## src/hw/rtl/ulir_pkg.sv

```systemverilog
// ----------------------------------------------------------------------------
// ulir_pkg: shared types and constants of the linear interpolation resampler
// Payload structs, configuration register codes, controller commands and
// status, and the sizes that the datapath and the controller both follow.
// ----------------------------------------------------------------------------
package ulir_pkg;

  localparam int LANES    = 4;
  localparam int MAX_RUN  = 64;
  localparam int LANE_W   = (LANES > 1) ? $clog2(LANES) : 1;
  localparam int RUN_W    = $clog2(MAX_RUN + 1);
  localparam int MAG_W    = 33;
  localparam int PROD_W   = 65;
  localparam int MD_CNT_W = 7;
  localparam int MUL_STEPS = 32;
  localparam int DIV_STEPS = PROD_W;

  localparam logic [31:0] STEP_RESET  = 32'h0001_0000;
  localparam logic [15:0] COUNT_RESET = 16'd1;

  typedef enum logic {
    REG_SAMPLE_STEP  = 1'b0,
    REG_SAMPLE_COUNT = 1'b1
  } cfg_reg_t;

  typedef struct packed {
    logic [31:0]        knot_time;
    logic signed [31:0] pos_a;
    logic signed [31:0] pos_b;
    logic signed [31:0] pos_c;
    logic signed [31:0] pos_d;
    logic               start_req;
  } in_t;

  typedef struct packed {
    logic [31:0]        sample_time;
    logic signed [31:0] val_a;
    logic signed [31:0] val_b;
    logic signed [31:0] val_c;
    logic signed [31:0] val_d;
    logic               run_end;
    logic               truncated;
    logic               all_done;
  } out_t;

  typedef enum logic [1:0] {
    MD_RATIO,
    MD_INIT,
    MD_STEP
  } md_op_t;

  typedef logic [LANE_W-1:0] lane_t;

  typedef struct packed {
    logic   start_apply;
    logic   commit;
    logic   avail_rem;
    logic   md_start;
    logic   md_store;
    md_op_t md_op;
    lane_t  lane;
    logic   setup;
    logic   latch_out;
    logic   advance;
    logic   incr;
  } cmd_t;

  typedef struct packed {
    logic knot_start;
    logic started;
    logic no_avail;
    logic step_zero;
    logic md_done;
    logic d_zero;
    logic last;
  } sts_t;

endpackage

```

## src/hw/rtl/ulir_ctrl.sv

```systemverilog
// ----------------------------------------------------------------------------
// ulir_ctrl: sequencing controller of the resampler
// Steps through knot intake, sample count, per-lane setup divisions and the
// emission of each sample, and issues commands to the datapath.
// ----------------------------------------------------------------------------
module ulir_ctrl
  import ulir_pkg::*;
(
  input  logic clk,
  input  logic rst,
  input  logic in_valid,
  output logic in_stall,
  output logic out_valid,
  input  logic out_stall,
  input  sts_t sts,
  output cmd_t cmd
);

  typedef enum logic [3:0] {
    S_IDLE, S_CALC, S_RATIO, S_SETUP, S_CHECK, S_INIT, S_STEP, S_LATCH, S_EMIT
  } state_t;

  localparam lane_t LANE_LAST = lane_t'(LANES - 1);

  state_t state;
  logic   md_start;
  md_op_t md_op;
  lane_t  lane;
  logic   seeded;
  logic   live;

  assign live = !sts.knot_start && sts.started;

  always_ff @(posedge clk) begin
    if (rst) begin
      state    <= S_IDLE;
      md_start <= 1'b0;
      md_op    <= MD_RATIO;
      lane     <= '0;
      seeded   <= 1'b0;
    end else begin
      md_start <= 1'b0;
      case (state)
        S_IDLE: begin
          if (in_valid) begin
            state <= S_CALC;
          end
        end
        S_CALC: begin
          if (!live || sts.no_avail) begin
            state <= S_IDLE;
          end else if (sts.step_zero) begin
            state <= S_SETUP;
          end else begin
            md_op    <= MD_RATIO;
            md_start <= 1'b1;
            state    <= S_RATIO;
          end
        end
        S_RATIO: begin
          if (sts.md_done) begin
            state <= S_SETUP;
          end
        end
        S_SETUP: begin
          seeded <= 1'b0;
          state  <= S_CHECK;
        end
        S_CHECK: begin
          if (sts.d_zero || seeded) begin
            state <= S_LATCH;
          end else begin
            lane     <= '0;
            md_op    <= MD_INIT;
            md_start <= 1'b1;
            state    <= S_INIT;
          end
        end
        S_INIT: begin
          if (sts.md_done) begin
            md_op    <= MD_STEP;
            md_start <= 1'b1;
            state    <= S_STEP;
          end
        end
        S_STEP: begin
          if (sts.md_done) begin
            if (lane == LANE_LAST) begin
              seeded <= 1'b1;
              state  <= S_LATCH;
            end else begin
              lane     <= lane_t'(lane + 1'b1);
              md_op    <= MD_INIT;
              md_start <= 1'b1;
              state    <= S_INIT;
            end
          end
        end
        S_LATCH: state <= S_EMIT;
        S_EMIT: begin
          if (!out_stall) begin
            state <= sts.last ? S_IDLE : S_CHECK;
          end
        end
        default: state <= S_IDLE;
      endcase
    end
  end

  assign in_stall  = (state != S_IDLE);
  assign out_valid = (state == S_EMIT);

  always_comb begin
    cmd             = '0;
    cmd.md_start    = md_start;
    cmd.md_op       = md_op;
    cmd.lane        = lane;
    cmd.incr        = seeded;
    cmd.start_apply = (state == S_CALC) && sts.knot_start;
    cmd.commit      = ((state == S_CALC) && live && sts.no_avail)
                    || ((state == S_EMIT) && !out_stall && sts.last);
    cmd.avail_rem   = (state == S_CALC) && live && !sts.no_avail && sts.step_zero;
    cmd.md_store    = ((state == S_RATIO) || (state == S_INIT) || (state == S_STEP))
                    && sts.md_done;
    cmd.setup       = (state == S_SETUP);
    cmd.latch_out   = (state == S_LATCH);
    cmd.advance     = (state == S_EMIT) && !out_stall;
  end

endmodule

```

## config.mk

```make
export PLATFORM = sky130hd
export DESIGN_NAME = ulir_ctrl
export DESIGN_NICKNAME = d
export VERILOG_FILES = /design/src/hw/rtl/ulir_pkg.sv /design/src/hw/rtl/ulir_ctrl.sv
export SDC_FILE = /design/constraint.sdc
export NUM_CORES = 1
export LEC_CHECK = 0
export BUFFER_PORTS_ARGS = -buffer_cell sky130_fd_sc_hd__clkbuf_2
export CELL_PAD_IN_SITES_DETAIL_PLACEMENT = 1
export CELL_PAD_IN_SITES_GLOBAL_PLACEMENT = 1
export CORE_MARGIN = 2
export CORE_UTILIZATION = 40
export CTS_BUF_LIST = sky130_fd_sc_hd__clkbuf_4
export DETAILED_ROUTE_END_ITERATION = 10
export GPL_TIMING_DRIVEN = 0
export PLACE_DENSITY_LB_ADDON = 0.1
export SKIP_LAST_GASP = 1
export SYNTH_ARGS = -nofsm -noshare
export SYNTH_HDL_FRONTEND = slang
export SYNTH_SLANG_ARGS = --single-unit
```

## constraint.sdc

```tcl
create_clock -name clk -period 3.6 [get_ports clk]
set_clock_uncertainty 0.05 [all_clocks]
set_input_delay 0.36 -clock clk [delete_from_list [all_inputs] [get_ports clk]]
set_output_delay 0.36 -clock clk [all_outputs]
set_load 0.005 [all_outputs]
```

Word-level counts from Yosys, hierarchy flattened
Cells that the tools add are included.
W data, S select, Z words.

word-level totals
  output and inout bits = 15
  register bits = 10
  word-level logic and storage cells = 84

operators by class
  reductions and logical operators = 27
  muxes and demuxes = 32
  equality and inequality tests = 19
  $add $sub $neg = 1

operators with widths
  cell                   count
  $pmux W4 S9            1
  $mux W2                12
  $mux W4                5
  $ne A2 B2 Y1 const B   10
  $eq A4 B3 Y1 const B   4
  $logic_and A1 B1 Y1    9
  $mux W1                9
  $eq A4 B2 Y1 const B   2
  $pmux W2 S4            1
  $reduce_bool A4 Y1     2
  $reduce_and A7 Y1      1
  $logic_or A1 B1 Y1     5
  $reduce_and A5 Y1      1
  $eq A4 B1 Y1 const B   1
  $eq A4 B4 Y1 const B   1
  $logic_not A1 Y1       4
  $logic_not A4 Y1       1
  $pmux W1 S4            1
  $pmux W2 S2            1
  $reduce_and A4 Y1      1
  $reduce_bool A2 Y1     2
  $mux W3                1
  $reduce_and A3 Y1      1
  $add A2 B1 Y2 const B  1
  other kinds (2)        2

Depth between registers and ports, before layout
  word-level depth = 6
  gate-level depth with buffers = 5

Worst setup path before layout
No wires, ideal clock.

  path kind = register to output
  start point = register state[2]
  end point = output port cmd[11] (netlist bit)
  path slack = 1,942 ps
  arrival = 1,248 ps
  data required time = 3,190 ps
  buffers on the path = 1
  stages on the path, launching flop included = 5
  path through = dfxtp_1 buf_4 nor4b_4 nor2b_1 a32o_1

RTL lines
  element                 RTL line          text
  start, declared         ulir_ctrl.sv:25   state_t state;
  start signal, assigned  ulir_ctrl.sv:102  state <= sts.last ? S_IDLE : S_CHECK;
  end, declared           ulir_ctrl.sv:16   output cmd_t cmd

==> metrics.md <==
| Metric | Value |
|---|---|
| Outcome | complete, no violations |
| Most used standard cells in the synthesized netlist | dfxtp_1 (10), nor2_1 (9), a21oi_1 (8) |
| Number of cells produced by synthesis | 85 |
| Max-cap violations | 0 |
| Vias in the first global route | 731 |
| Launching element type of the critical path | flop |
| Hold Crit Class | in2reg |
| Clock network power share | 0.155 |
| First-pass DRT Iterations | 4 |
| Relative contribution of combinational cells to total power | 0.554 |
| Wire length of the first global-routing pass | 3260 um |
| Synth warnings | 0 |
| Floorplan die width | approximately 48 um |
| Total half-perimeter wirelength after legalization and detailed placement | 1560 um |
| Number of flops mapped to enable cells by yosys | 0 |
| Distinct cell type count of the synthesized netlist | 42 |
| Ant diodes | 0 |
| Period minus WS final | 2.11 ns |
| Number of antenna violations at the first check in global routing | 0 |
| Buffer depth of the longest clock path | 2 |
| Placed Area | around 920 um^2 |
| Core Footprint | 0.00176 mm^2 |
| TritonCTS clock tree | done |
| Clock input transition at the sequential cells of the worst setup and hold paths | around 0.08 ns |
| Critical path class | reg2out |
| Placer's final routability congestion estimate | 0.815 |
| Place WS | between 1.5 and 2 ns |
| Height of the die | around 48 um |
| Buffer count from post-CTS setup fixing | 0 |
| Cell area power density | ~550 mW/mm^2 |
| Worst skew pair latency | 0.27 ns |
| I/O Buffers | 25 |
| Layout cells sized above 1 | 0.404 |
| Worst path arrival time | roughly 1.7 ns |
| Total number of vias | 743 |
| Power spent charging and discharging nets | around 0.21 mW |
| Final wirelength | between 1500 and 2000 um |
| Total chip power | around 0.52 mW |
| Worst-margin pin slew | 0.362 ns |
| Mean instance size in the synthesized netlist | ~9.0 um^2 |
| Sequential power share | 0.291 |
| Worst setup slack after layout | 1.49 ns |
| Final routed wire length divided by cell count | ~14 um |
| Number of instances resized during post-cts repair | 0 |
| Count leader, synth | dfxtp_1 |
| Hold Vio Cnt, Final | 0 |
| Deepest level of the CTS H-tree | 1 |
| Share of the clock period used by the worst path | 0.585 |
| Data required time of the worst path | 3.19 ns |
| Largest vdd supply drop | around 270 uV |
| Largest area contributor in the synthesized netlist | dfxtp_1 |
| Final net count | about 130 |
| Final setup violating endpoints | 0 |
| Utilization after layout | 0.536 |
| Area contributors post-synth | dfxtp_1 (26%), a21oi_1 (5.2%), nor2_1 (4.4%), a311oi_2 (3.9%), buf_4 (3.9%) |
| Final non-filler cell area | 946 um^2 |
| Global router's overall resource usage | 0.209 |
| Area Overhead vs Synth | 23.9% |
| Effective utilization at floorplan | 0.433 |
| Clock root buffer | clkbuf_4 |
| Number of nets in the synthesized netlist | 97 |
| Post-synthesis sequential area ratio | 0.262 |
| Clock sink total | 10 |
| Static leakage power | 0.395 nW |
| Global route overflow | 0 |
| Portion of synthesized cell area occupied by the leading cell type | 0.262 |
| Initial DRC count | 6 |
| Antenna-violating nets left | 0 |
| Max Fanout on Critical Path | 10 |
| Floorplan die area | roughly 0.0023 mm^2 |
| Setup repair after global routing missed its margin | false |
| Top_reg_cell synth | dfxtp_1 |
| DRC violations left | 0 |
| Total internal power | 0.313 mW |
| Final slew viol count | 0 |
| Highest attainable clock frequency | 475 MHz |
| Nature of the critical path endpoint | output pin |
| Sum Neg Setup Slack | 0 ns |
| Post-synthesis instance area | around 760 um^2 |
| FP Rows | 15 |
| Vias per cell | 5.35 |
| Async set-reset flop share out of synthesis | 0 |
| Cts-stage hold buffer count | 0 |
| Pin count of the biggest net entering global routing | 11 |
| Sw Share | 0.401 |
| Max-slew headroom | 0.758 |
| Seq cells post-synth | 10 |
| Cts bufs inserted | 3 |
| I/O Pins | 26 |
==> layer usage <==
layer / track usage / up-vias / routed length [um]
li1: - / 373 / -
met1: 0.247 / 343 / 833
met2: 0.357 / 25 / 939
met3: 0.0679 / 2 / 129
met4: 0.0649 / 0 / 15
met5: 0 / - / 0
==> final cells by class <==
cell class | instances | area [um^2]
plain buffers | 7 | 51.3
inverters | 2 | 7.51
clock inverters | 1 | 3.75
flip-flops and latches | 10 | 200
multi-input cells | 66 | 504
clock buffers | 3 | 22.5
repair buffers | 25 | 125
well taps | 25 | 31.3
fillers | 242 | 818
==> kinds of logic (layout without fill, tap and decap cells) <==
family,Yosys count,after routing,share of synthesized area
AO/OA/AOI/OAI,23,23,0.234
adder cells (fa/ha/maj),1,1,0.0164
XOR/XNOR,1,1,0.0115
flip-flops,10,10,0.262
multiplexers,1,1,0.0148
buffers and inverters,9,38,0.0771
AND/OR/NAND/NOR,40,40,0.384
==> state kept, by name, summed over array words and instances (netlist names) <==
name,cells
lane,2
md_op,2
md_start,1
seeded,1
state,4
==> power by group through the flow <==
stage | combinational (mW) | clock, mW | sequential, mW
after floorplan | 0.220 | 0 | 0.149
after global placement | 0.284 | 0 | 0.153
after detailed placement | 0.289 | 0 | 0.154
after CTS | 0.291 | 0.0840 | 0.152
after global routing | 0.320 | 0.0934 | 0.154
final | 0.290 | 0.0811 | 0.152
==> per-stage QoR <==
stage / cells / hold slack, ns
CTS: 139 / 0.321
detailed placement: 135 / 0.431
finish: 139 / 0.322
floorplan: 85 / 0.410
global route: 139 / 0.328
global placement: 135 / 0.407
==> cell usage in the layout (no fill, tap or decap), types with 2 or more instances in the layout <==
| cell | synthesis | routed |
|---|---|---|
| clkbuf_2 | 0 | 25 |
| dfxtp_1 | 10 | 10 |
| nor2_1 | 9 | 9 |
| a21oi_1 | 8 | 8 |
| buf_4 | 4 | 4 |
| nand2b_1 | 4 | 4 |
| nand2_1 | 3 | 3 |
| nor3_1 | 3 | 3 |
| nor2b_1 | 3 | 3 |
| o21ai_0 | 3 | 3 |
| clkbuf_4 | 0 | 3 |
| buf_2 | 2 | 2 |
| or3b_1 | 2 | 2 |
| nand4bb_1 | 2 | 2 |
| inv_1 | 2 | 2 |
| a311oi_2 | 2 | 2 |
==> worst paths after layout <==
kind	slack [ns]	to	cells past startpoint	startpoint
min	0.32	state[3]$_SDFFE_PP0P_	3	out_stall
max	1.49	cmd[11]	5	state[0]$_SDFFE_PP0P_
min reg2reg	0.44	md_op[0]$_SDFFE_PP0P_	1	md_op[0]$_SDFFE_PP0P_
max reg2reg	1.80	md_op[1]$_SDFFE_PP0P_	5	state[2]$_SDFFE_PP0P_
==> critical path, stage by stage, from the launching register on <==
cell and delay [ns]:
dfxtp_1 0.36, buf_2 0.21, nor4b_4 0.38, nor2b_1 0.22, a32o_1 0.15, clkbuf_2 0.11
Power figures use the tool's default switching activity.
